### config.mk
export PLATFORM = sky130hd
export DESIGN_NAME = levitation_position_drive
export DESIGN_NICKNAME = d
export VERILOG_FILES = /design/src/sv/lpd_pkg.sv /design/src/sv/levitation_position_drive.sv /design/src/sv/lpd_front.sv /design/src/sv/lpd_midq.sv /design/src/sv/lpd_back.sv
export SDC_FILE = /design/constraint.sdc
export NUM_CORES = 2
export LEC_CHECK = 0
export BUFFER_PORTS_ARGS = -buffer_cell sky130_fd_sc_hd__buf_2
export CAP_MARGIN = 10
export CORE_MARGIN = 2
export CORE_UTILIZATION = 45
export DETAILED_ROUTE_END_ITERATION = 10
export PLACE_DENSITY = 0.65
export SLEW_MARGIN = 20
export SYNTH_ARGS = -nofsm -noshare
export SYNTH_HDL_FRONTEND = slang
export SYNTH_SLANG_ARGS = --single-unit
export TNS_END_PERCENT = 30
### constraint.sdc
create_clock -name clk -period 9.42 [get_ports clk]
set_input_delay 1.413 -clock clk [delete_from_list [all_inputs] [get_ports clk]]
set_output_delay 1.413 -clock clk [all_outputs]
set_load 0.1 [all_outputs]
### src/sv/lpd_pkg.sv
package lpd_pkg;

  // Channel layout and sample format.
  localparam int NUM_CHANNELS = 6;
  localparam int SAMPLE_BITS  = 14;
  localparam int WEIGHT_BITS  = 8;
  localparam int OUT_BITS     = 14;

  // Channels 0 and 1 are joystick axes, 2 through 5 are Hall sensors.
  localparam int JOY_ONE_CH   = 0;
  localparam int JOY_TWO_CH   = 1;
  localparam int HALL_FIRST   = 2;
  localparam int HALL_COUNT   = 4;
  localparam int HALL_SHIFT   = 2;

  // Moving average accumulator: w*s + (256-w)*old stays below 256 * 2^SAMPLE_BITS.
  localparam int ACC_BITS     = SAMPLE_BITS + WEIGHT_BITS + 1;
  localparam int SUM_BITS     = SAMPLE_BITS + HALL_SHIFT;

  // Linear position map: (reading*376 - 3297520) / 100.
  localparam int MAP_GAIN     = 376;
  localparam int MAP_ORIGIN   = 3297520;
  localparam int MAP_DIV      = 100;
  localparam int PROD_BITS    = OUT_BITS + 9;
  localparam int DIFF_BITS    = 22;
  // Division by 100 as a multiply by a rounded-up reciprocal; exact for DIFF_BITS inputs.
  localparam int RECIP_SHIFT  = 29;
  localparam int RECIP        = (1 << RECIP_SHIFT) / MAP_DIV + 1;
  localparam int RECIP_BITS   = 23;
  localparam int QPROD_BITS   = DIFF_BITS + RECIP_BITS;
  localparam int QUOT_BITS    = QPROD_BITS - RECIP_SHIFT;

  // Queue sizes.
  localparam int MIDQ_DEPTH   = 4;
  localparam int MIDQ_AW      = 2;
  localparam int OUTQ_DEPTH   = 8;
  localparam int OUTQ_AW      = 3;

  localparam int REG_IDX_BITS = 3;

  typedef logic [SAMPLE_BITS-1:0]  sample_t;
  typedef sample_t [NUM_CHANNELS-1:0] chan_vec_t;
  typedef logic [OUT_BITS-1:0]     word_t;

  localparam word_t OUT_MAX   = '1;
  localparam word_t DUTY_IDLE = word_t'(1);

  typedef enum logic [REG_IDX_BITS-1:0] {
    REG_EMA_WEIGHT     = 3'd0,
    REG_LOWER_LIMIT    = 3'd1,
    REG_UPPER_LIMIT    = 3'd2,
    REG_UPPER_CLAMP    = 3'd3,
    REG_DRIVE_THRESHOLD = 3'd4,
    REG_DRIVE_OFFSET   = 3'd5,
    REG_DRIVE_SPAN     = 3'd6
  } reg_idx_t;

  typedef struct packed {
    logic [WEIGHT_BITS-1:0] ema_weight;
    word_t                  lower_limit;
    word_t                  upper_limit;
    word_t                  upper_clamp;
    word_t                  drive_threshold;
    word_t                  drive_offset;
    word_t                  drive_span;
  } cfg_t;

  typedef struct packed {
    word_t up_duty;
    word_t down_duty;
    word_t clamped_reading;
    word_t position_from_bottom;
    word_t joystick_one_filtered;
    word_t joystick_two_filtered;
  } result_t;

  typedef struct packed {
    logic empty;
    logic full;
  } q_status_t;

endpackage

### src/sv/levitation_position_drive.sv
// Filter, position estimate and coil drive for a magnetic levitator. Each input word is one
// ADC sequence of six 14-bit samples; each produces exactly one result word. Every channel
// runs through an integer exponential moving average, new = (w*sample + (256-w)*old)/256,
// whose state is cleared by reset. The four Hall channels (2..5) are averaged, held inside
// the lower limit and the upper limit (the lower limit is checked first; a reading at or
// above the upper limit becomes the upper clamp value), mapped to a position with
// (reading*376 - 3297520)/100 saturated to 0..16383, and turned into up/down coil compare
// values: above the drive threshold the up duty is position plus offset (saturated) and the
// down duty is 1, otherwise the up duty is 1 and the down duty is span minus position,
// floored at 0. The block accepts one word per clock and delivers one result per clock
// sustained while out_pop stays high; each word passes through the middle queue and
// then the back-end pipeline (limit stage, gain multiply, reciprocal multiply for the
// divide by 100, then drive logic into the result queue). The filter recurrence
// closes combinationally in the front end, so back-to-back words are fine.
// A four-word queue sits between the filter and the back end, and an eight-word result
// queue holds finished words; in_full rises only when both back up. Configuration is
// written through cfg_we/cfg_index/cfg_wdata and should only change while no word is in
// flight; an index beyond the register list is ignored, and the weight takes the low
// eight bits of the data.
module levitation_position_drive (
  input  logic                                clk,
  input  logic                                rst_n,
  input  logic                                cfg_we,
  input  logic [lpd_pkg::REG_IDX_BITS-1:0]    cfg_index,
  input  logic [lpd_pkg::OUT_BITS-1:0]        cfg_wdata,
  input  logic                                in_push,
  output logic                                in_full,
  input  logic [lpd_pkg::SAMPLE_BITS-1:0]     in_sample_ch0,
  input  logic [lpd_pkg::SAMPLE_BITS-1:0]     in_sample_ch1,
  input  logic [lpd_pkg::SAMPLE_BITS-1:0]     in_sample_ch2,
  input  logic [lpd_pkg::SAMPLE_BITS-1:0]     in_sample_ch3,
  input  logic [lpd_pkg::SAMPLE_BITS-1:0]     in_sample_ch4,
  input  logic [lpd_pkg::SAMPLE_BITS-1:0]     in_sample_ch5,
  output logic                                out_empty,
  input  logic                                out_pop,
  output logic [lpd_pkg::OUT_BITS-1:0]        out_up_duty,
  output logic [lpd_pkg::OUT_BITS-1:0]        out_down_duty,
  output logic [lpd_pkg::OUT_BITS-1:0]        out_clamped_reading,
  output logic [lpd_pkg::OUT_BITS-1:0]        out_position_from_bottom,
  output logic [lpd_pkg::OUT_BITS-1:0]        out_joystick_one_filtered,
  output logic [lpd_pkg::OUT_BITS-1:0]        out_joystick_two_filtered
);
  import lpd_pkg::*;

  cfg_t       cfg_r, cfg_nxt;
  chan_vec_t  samples;
  chan_vec_t  filt_data;
  chan_vec_t  mid_data;
  q_status_t  mid_status;
  logic       in_accept;
  logic       filt_push;
  logic       mid_pop;
  result_t    result;

  // Register writes. Anything outside the register list falls through untouched.
  always_comb begin
    cfg_nxt = cfg_r;
    if (cfg_we) begin
      case (reg_idx_t'(cfg_index))
        REG_EMA_WEIGHT:      cfg_nxt.ema_weight      = cfg_wdata[WEIGHT_BITS-1:0];
        REG_LOWER_LIMIT:     cfg_nxt.lower_limit     = cfg_wdata;
        REG_UPPER_LIMIT:     cfg_nxt.upper_limit     = cfg_wdata;
        REG_UPPER_CLAMP:     cfg_nxt.upper_clamp     = cfg_wdata;
        REG_DRIVE_THRESHOLD: cfg_nxt.drive_threshold = cfg_wdata;
        REG_DRIVE_OFFSET:    cfg_nxt.drive_offset    = cfg_wdata;
        REG_DRIVE_SPAN:      cfg_nxt.drive_span      = cfg_wdata;
        default:             cfg_nxt = cfg_r;
      endcase
    end
  end

  always_ff @(posedge clk) begin
    if (!rst_n) begin
      cfg_r.ema_weight      <= WEIGHT_BITS'(100);
      cfg_r.lower_limit     <= OUT_BITS'(8770);
      cfg_r.upper_limit     <= OUT_BITS'(12780);
      cfg_r.upper_clamp     <= OUT_BITS'(12750);
      cfg_r.drive_threshold <= OUT_BITS'(4500);
      cfg_r.drive_offset    <= OUT_BITS'(1000);
      cfg_r.drive_span      <= OUT_BITS'(15000);
    end else begin
      cfg_r <= cfg_nxt;
    end
  end

  assign samples   = {in_sample_ch5, in_sample_ch4, in_sample_ch3,
                      in_sample_ch2, in_sample_ch1, in_sample_ch0};
  assign in_full   = mid_status.full;
  assign in_accept = in_push && !mid_status.full;

  // Front end: the moving-average filters, updated on every accepted word.
  lpd_front u_front (
    .clk       (clk),
    .rst_n     (rst_n),
    .accept_i  (in_accept),
    .samples_i (samples),
    .weight_i  (cfg_r.ema_weight),
    .push_o    (filt_push),
    .data_o    (filt_data)
  );

  // Decoupling queue between filter and position pipeline.
  lpd_midq u_midq (
    .clk      (clk),
    .rst_n    (rst_n),
    .push_i   (filt_push),
    .wdata_i  (filt_data),
    .pop_i    (mid_pop),
    .rdata_o  (mid_data),
    .status_o (mid_status)
  );

  // Back end: average, limits, position map, coil duties and the result queue.
  lpd_back u_back (
    .clk          (clk),
    .rst_n        (rst_n),
    .cfg_i        (cfg_r),
    .mid_status_i (mid_status),
    .mid_data_i   (mid_data),
    .mid_pop_o    (mid_pop),
    .out_pop_i    (out_pop),
    .out_empty_o  (out_empty),
    .out_data_o   (result)
  );

  assign out_up_duty               = result.up_duty;
  assign out_down_duty             = result.down_duty;
  assign out_clamped_reading       = result.clamped_reading;
  assign out_position_from_bottom  = result.position_from_bottom;
  assign out_joystick_one_filtered = result.joystick_one_filtered;
  assign out_joystick_two_filtered = result.joystick_two_filtered;

endmodule

### src/sv/lpd_front.sv
module lpd_front (
  input  logic                     clk,
  input  logic                     rst_n,
  input  logic                     accept_i,
  input  lpd_pkg::chan_vec_t       samples_i,
  input  logic [lpd_pkg::WEIGHT_BITS-1:0] weight_i,
  output logic                     push_o,
  output lpd_pkg::chan_vec_t       data_o
);
  import lpd_pkg::*;

  chan_vec_t filt_r, filt_nxt;
  logic [ACC_BITS-1:0]    acc [NUM_CHANNELS];
  logic [WEIGHT_BITS:0]   keep_w;

  // Each channel keeps (256 - w)/256 of its old value and takes w/256 of the new sample.
  always_comb begin
    keep_w = (WEIGHT_BITS+1)'(1 << WEIGHT_BITS) - {1'b0, weight_i};
    for (int k = 0; k < NUM_CHANNELS; k++) begin
      acc[k] = ACC_BITS'({1'b0, weight_i}) * ACC_BITS'(samples_i[k])
             + ACC_BITS'(keep_w) * ACC_BITS'(filt_r[k]);
      filt_nxt[k] = accept_i ? acc[k][WEIGHT_BITS +: SAMPLE_BITS] : filt_r[k];
    end
  end

  always_ff @(posedge clk) begin
    if (!rst_n) begin
      filt_r <= '0;
    end else begin
      filt_r <= filt_nxt;
    end
  end

  assign push_o = accept_i;
  assign data_o = filt_nxt;

endmodule

### src/sv/lpd_midq.sv
module lpd_midq (
  input  logic                clk,
  input  logic                rst_n,
  input  logic                push_i,
  input  lpd_pkg::chan_vec_t  wdata_i,
  input  logic                pop_i,
  output lpd_pkg::chan_vec_t  rdata_o,
  output lpd_pkg::q_status_t  status_o
);
  import lpd_pkg::*;

  chan_vec_t            mem [MIDQ_DEPTH];
  logic [MIDQ_AW-1:0]   wptr_r, wptr_nxt;
  logic [MIDQ_AW-1:0]   rptr_r, rptr_nxt;
  logic [MIDQ_AW:0]     cnt_r, cnt_nxt;

  always_comb begin
    wptr_nxt = push_i ? wptr_r + 1'b1 : wptr_r;
    rptr_nxt = pop_i  ? rptr_r + 1'b1 : rptr_r;
    cnt_nxt  = cnt_r + (MIDQ_AW+1)'(push_i) - (MIDQ_AW+1)'(pop_i);
  end

  always_ff @(posedge clk) begin
    if (!rst_n) begin
      wptr_r <= '0;
      rptr_r <= '0;
      cnt_r  <= '0;
    end else begin
      wptr_r <= wptr_nxt;
      rptr_r <= rptr_nxt;
      cnt_r  <= cnt_nxt;
    end
  end

  always_ff @(posedge clk) begin
    if (push_i) begin
      mem[wptr_r] <= wdata_i;
    end
  end

  assign rdata_o        = mem[rptr_r];
  assign status_o.empty = (cnt_r == '0);
  assign status_o.full  = (cnt_r == (MIDQ_AW+1)'(MIDQ_DEPTH));

endmodule

### src/sv/lpd_back.sv
module lpd_back (
  input  logic                clk,
  input  logic                rst_n,
  input  lpd_pkg::cfg_t       cfg_i,
  input  lpd_pkg::q_status_t  mid_status_i,
  input  lpd_pkg::chan_vec_t  mid_data_i,
  output logic                mid_pop_o,
  input  logic                out_pop_i,
  output logic                out_empty_o,
  output lpd_pkg::result_t    out_data_o
);
  import lpd_pkg::*;

  typedef struct packed {
    word_t reading;
    word_t joy_one;
    word_t joy_two;
  } side_t;

  typedef struct packed {
    logic                 positive;
    logic [DIFF_BITS-1:0] diff;
    side_t                side;
  } s2_t;

  typedef struct packed {
    logic                  positive;
    logic [QPROD_BITS-1:0] qprod;
    side_t                 side;
  } s3_t;

  logic   v1_r, v2_r, v3_r;
  side_t  s1_r, s1_nxt;
  s2_t    s2_r, s2_nxt;
  s3_t    s3_r, s3_nxt;

  result_t               outq [OUTQ_DEPTH];
  logic [OUTQ_AW-1:0]    owptr_r, orptr_r;
  logic [OUTQ_AW:0]      ocnt_r;
  logic [OUTQ_AW+1:0]    occ;
  logic                  take, opop;

  logic [SUM_BITS-1:0]   hall_sum;
  word_t                 avg;
  logic [PROD_BITS-1:0]  gain_prod;
  logic [QUOT_BITS-1:0]  quot;
  word_t                 pos;
  logic [OUT_BITS:0]     up_sum;
  result_t               res;

  // Issue only with room reserved in the result queue for everything in flight.
  always_comb begin
    occ  = (OUTQ_AW+2)'(ocnt_r) + (OUTQ_AW+2)'(v1_r) + (OUTQ_AW+2)'(v2_r)
         + (OUTQ_AW+2)'(v3_r);
    take = !mid_status_i.empty && (occ < (OUTQ_AW+2)'(OUTQ_DEPTH));
    opop = out_pop_i && (ocnt_r != '0);
  end
  assign mid_pop_o = take;

  // Stage 1: Hall average and hard limits. The lower limit is tested first.
  always_comb begin
    hall_sum = '0;
    for (int k = 0; k < HALL_COUNT; k++) begin
      hall_sum = hall_sum + SUM_BITS'(mid_data_i[HALL_FIRST + k]);
    end
    avg = hall_sum[SUM_BITS-1 -: OUT_BITS];
    if (avg > cfg_i.lower_limit) begin
      s1_nxt.reading = (avg < cfg_i.upper_limit) ? avg : cfg_i.upper_clamp;
    end else begin
      s1_nxt.reading = cfg_i.lower_limit;
    end
    s1_nxt.joy_one = mid_data_i[JOY_ONE_CH];
    s1_nxt.joy_two = mid_data_i[JOY_TWO_CH];
  end

  // Stage 2: gain and origin. A reading at or below the origin maps to zero.
  always_comb begin
    gain_prod       = PROD_BITS'(s1_r.reading) * PROD_BITS'(MAP_GAIN);
    s2_nxt.positive = gain_prod > PROD_BITS'(MAP_ORIGIN);
    s2_nxt.diff     = DIFF_BITS'(gain_prod - PROD_BITS'(MAP_ORIGIN));
    s2_nxt.side     = s1_r;
  end

  // Stage 3: divide by 100 through the reciprocal multiply.
  always_comb begin
    s3_nxt.positive = s2_r.positive;
    s3_nxt.qprod    = QPROD_BITS'(s2_r.diff) * QPROD_BITS'(RECIP);
    s3_nxt.side     = s2_r.side;
  end

  // Stage 4: saturate the position and form the coil duties.
  always_comb begin
    quot = s3_r.qprod[RECIP_SHIFT +: QUOT_BITS];
    if (!s3_r.positive) begin
      pos = '0;
    end else if (quot > QUOT_BITS'(OUT_MAX)) begin
      pos = OUT_MAX;
    end else begin
      pos = quot[OUT_BITS-1:0];
    end
    up_sum = {1'b0, pos} + {1'b0, cfg_i.drive_offset};
    if (pos > cfg_i.drive_threshold) begin
      res.up_duty   = up_sum[OUT_BITS] ? OUT_MAX : up_sum[OUT_BITS-1:0];
      res.down_duty = DUTY_IDLE;
    end else begin
      res.up_duty   = DUTY_IDLE;
      res.down_duty = (cfg_i.drive_span >= pos) ? cfg_i.drive_span - pos : '0;
    end
    res.clamped_reading       = s3_r.side.reading;
    res.position_from_bottom  = pos;
    res.joystick_one_filtered = s3_r.side.joy_one;
    res.joystick_two_filtered = s3_r.side.joy_two;
  end

  always_ff @(posedge clk) begin
    if (!rst_n) begin
      v1_r    <= 1'b0;
      v2_r    <= 1'b0;
      v3_r    <= 1'b0;
      owptr_r <= '0;
      orptr_r <= '0;
      ocnt_r  <= '0;
    end else begin
      v1_r    <= take;
      v2_r    <= v1_r;
      v3_r    <= v2_r;
      owptr_r <= v3_r ? owptr_r + 1'b1 : owptr_r;
      orptr_r <= opop ? orptr_r + 1'b1 : orptr_r;
      ocnt_r  <= ocnt_r + (OUTQ_AW+1)'(v3_r) - (OUTQ_AW+1)'(opop);
    end
  end

  always_ff @(posedge clk) begin
    s1_r <= s1_nxt;
    s2_r <= s2_nxt;
    s3_r <= s3_nxt;
    if (v3_r) begin
      outq[owptr_r] <= res;
    end
  end

  assign out_empty_o = (ocnt_r == '0);
  assign out_data_o  = outq[orptr_r];

endmodule

==> impl_metrics.csv <==
group,metric,value,unit
logic_synthesis,syn-cell-area,105000,µm²
finish,syn2layout_area_growth,8.49,%
run_status,outcome,"finished, final reports clean",
drt,wl_per_cell,20.4,µm
sta,max_slew_margin,23.7,%
floorplan,die_w,488,µm
sta,tightest_slew,1.14,ns
clock_network,cts_buffer_depth,3,
global_route,antenna_found_initial,24,
floorplan,dieArea,238000,µm²
drt,drt-initial-drc-count,4532,
sta,finalHoldViolations,0,
finish,fillers,20457,
floorplan,core_area,233000,µm²
critical_path,max_stage_delay,0.66,ns
drt,via_count,65085,
finish,final_cells,12413,
drt,viasPerCell,5.24,
clock_network,cts_hold_buffers,0,
critical_path,startpoint_type,"register",
critical_path,path_class,"reg -> reg",
logic_synthesis,mappedNetlistNets,11393,
global_route,grt_pass1_vias,70141,
logic_synthesis,yosysSeqAreaShare,35.6,%
critical_path,crit_top_cell,"fa_1",
critical_path,end_kind,"register",
sta,finalSetupViolCount,0,
sta,fin_skew,0.0471,ns
logic_synthesis,syn_avg_cell_area,11.5,µm²
global_route,overflow,0,
clock_network,insertion_delay,0.80,ns
drt,drt-total-wl,253000,µm
sta,clock.fmax,122,MHz
placed_design,dpl_worst_slack,1.31,ns
global_route,grt_max_degree,110,
global_route,grt_pass1_wl,401000,µm
critical_path,reg2reg_slack,1.24,ns
logic_synthesis,ys.flop_type,"edfxtp_1",
placed_design,gp_congestion,0.912,
clock_network,cts_root_buffer,"clkbuf_16",
clock_network,clkTransAtPathRegs,0.06,ns
finish,fin_nets,11379,
critical_path,slowest_stage,"xnor2_2",
logic_synthesis,ys_ff_latch,1371,
floorplan,start_util,45.3,%
logic_synthesis,synth_warnings,0,
drt,drtAntennaViolNets,0,
critical_path,crit_chain,"buf_4, nor3_1, xnor2_2, buf_4, nand2_1, fa_1, inv_1, fa_1, fa_1, fa_1, fa_1, inv_1, fa_1, inv_1, ha_1, nand2_1, o31ai_1, o311ai_0, a211oi_1, nor2_1, o2111ai_1, xnor2_1, mux2i_1, a21oi_1",
global_route,grt_usage,21.7,%
drt,drc_errors,0,
critical_path,cp.required,9.87,ns
finish,drive_above_1_share,9.52,%
clock_network,post_cts_buffers,0,
clock_network,numCtsBuffers,142,
critical_path,arrival,8.64,ns
floorplan,die_h,488,µm
placed_design,dpl.hpwl,187000,µm
min_path,hold_path.class,"reg -> reg",
placed_design,portBuffers,191,
logic_synthesis,synth_async_sr_flop_share,0,%
logic_synthesis,synth_edf_count,1008,
clock_network,cts_tree,"built",
floorplan,ios,192,
clock_network,cts_resized,0,
job,cap_violations,0,
sta,period_share,86.9,%
drt,first_pass_iters,5,
critical_path,path_max_fanout,56,
logic_synthesis,ys_types,75,
sta,rsz0062_at_grt,"no",
clock_network,htreeDepth,4,
sta,setup_tns,0,ns
floorplan,rows,177,
logic_synthesis,synthCells,9169,
placed_design,place_inst,12143,
clock_network,clock-sinks,1371,
sta,finalMaxSlewViolations,0,
sta,post-route-min-period,8.18,ns
sta,fin_ws,1.24,ns
==> metrics by stage <==
step	utilization, %	cell area, µm²	hold WS [ns]
2_1_floorplan	-	105000	0.310
3_3_place_gp	47.1	110000	0.311
4_1_cts	49.1	114000	0.299
3_5_place_dp	47.1	110000	0.312
6_report	49.1	114000	0.302
5_1_grt	49.1	114000	0.308
==> layer usage <==
metal	vias up	wire (µm)	part of all wire [%]	global-route usage, %
met5	-	91	0.036	0
met4	16	4700	1.9	4.82
met3	306	15900	6.3	3.10
met2	2032	120000	47	35.6
met1	33541	112000	44	30.7
li1	29190	-	-	-
==> registers in the layout (all words and copies together) (netlist names), named ones only <==
register,cells
u_front.filt_r,84
u_back.outq,672
u_midq.cnt_r,3
u_back.v2_r,1
u_back.res,42
u_midq.wptr_r,2
u_back.s1_r,42
u_back.s2_r,61
u_midq.mem,336
u_back.s3_r,1
u_back.quot,16
u_back.ocnt_r,4
u_back.v1_r,1
cfg_r,92
u_back.owptr_r,3
u_back.v3_r,1
u_midq.rptr_r,2
u_back.orptr_r,3
==> final cells by class <==
class / count / area (µm²) / area share [%]
multi-input cells: 5522 / 59500 / 52.0
well taps: 3132 / 3920 / 3.43
clock inverters: 70 / 792 / 0.693
clock buffers: 194 / 3950 / 3.45
flip-flops and latches: 1371 / 37600 / 32.9
repair buffers: 262 / 1610 / 1.41
inverters: 1856 / 6970 / 6.10
diodes: 6 / 15.0 / 0.0131
==> path summary, 6_finish.rpt <==
check	end	from	depth (start not counted)
setup / recovery	u_midq.mem[2][13]	cfg_r[84]	24
setup reg to reg	u_midq.mem[2][13]	cfg_r[84]	24
hold reg to reg	u_back.s2_r[24]	u_back.s1_r[24]	0
hold / removal	u_back.s2_r[24]	u_back.s1_r[24]	0
==> layout by cell type, fill, tap and decap left out, drive strengths merged, types with 7 or more instances in the layout <==
cell	instances
nor2	120
a21oi	220
nor3	52
or3	18
and2	494
and3	19
dfxtp	363
edfxtp	1008
nand2	1351
or2	7
nand2b	28
clkbuf	194
bufinv	7
nand4	23
xnor2	140
xor2	74
o31ai	16
clkinv	46
nand3	69
nor2b	24
mux4	252
mux2	98
a211o	10
a2111oi	9
o21bai	12
a211oi	20
fa	1337
mux2i	21
a21o	54
buf	262
ha	781
o21ai	127
inv	1869
a31oi	16
o21a	23
o211ai	32
nor4	8
==> synth_stat cells, types with 5 or more instances <==
cell	count	area (µm²)
ha_1	781	9770
nor2b_1	23	144
nand2_1	1351	5070
mux2i_1	21	210
a211oi_1	18	135
xor2_1	74	648
o21a_1	23	173
a21oi_1	220	1100
o21bai_1	12	90.1
or2_2	7	43.8
and3_1	19	119
buf_1	111	417
and4_1	5	43.8
clkbuf_1	303	1140
nand3_1	69	345
dfxtp_1	363	7270
a2111oi_0	8	70.1
nor2_1	120	450
mux4_2	252	5680
buf_2	5	25.0
o21ai_0	123	616
o211ai_1	32	240
mux2_2	98	1100
a211o_1	10	87.6
nand4_1	23	144
xnor2_1	140	1230
a21o_1	54	405
nand2b_1	28	175
or3_1	18	113
a31oi_1	14	87.6
a221o_1	5	50.1
and2_1	494	3090
o31ai_1	15	113
inv_1	1855	6960
edfxtp_1	1008	30300
nor3b_1	6	45.0
nor4_1	7	43.8
nor3_1	52	260
fa_1	1337	26800
==> worst max-delay path: cells and delay by family, from the launching register on <==
| kind | cells | cell delay, ns |
|---|---|---|
| AOI/OAI and AO/OA | 5 | 1.36 |
| xor gates and xnor gates | 2 | 0.86 |
| adders and majority gates | 7 | 3.34 |
| buffers and inverters | 5 | 1.10 |
| DFF | 1 | 0.34 |
| muxes | 1 | 0.27 |
| and+or+nand+nor | 4 | 0.54 |
==> cells by family after synthesis <==
| logic type | Yosys count | share of synthesized area [%] |
|---|---|---|
| buf+inv | 2276 | 8.12 |
| simple gates | 2231 | 9.66 |
| fa+ha+maj | 2118 | 34.7 |
| mux | 371 | 6.63 |
| flops | 1371 | 35.6 |
| xor+xnor | 214 | 1.78 |
| compound gates | 588 | 3.50 |
Power is left out: the tool's default activity adds up to more than one toggle a clock period on the data nets, which glitch-free logic cannot reach.
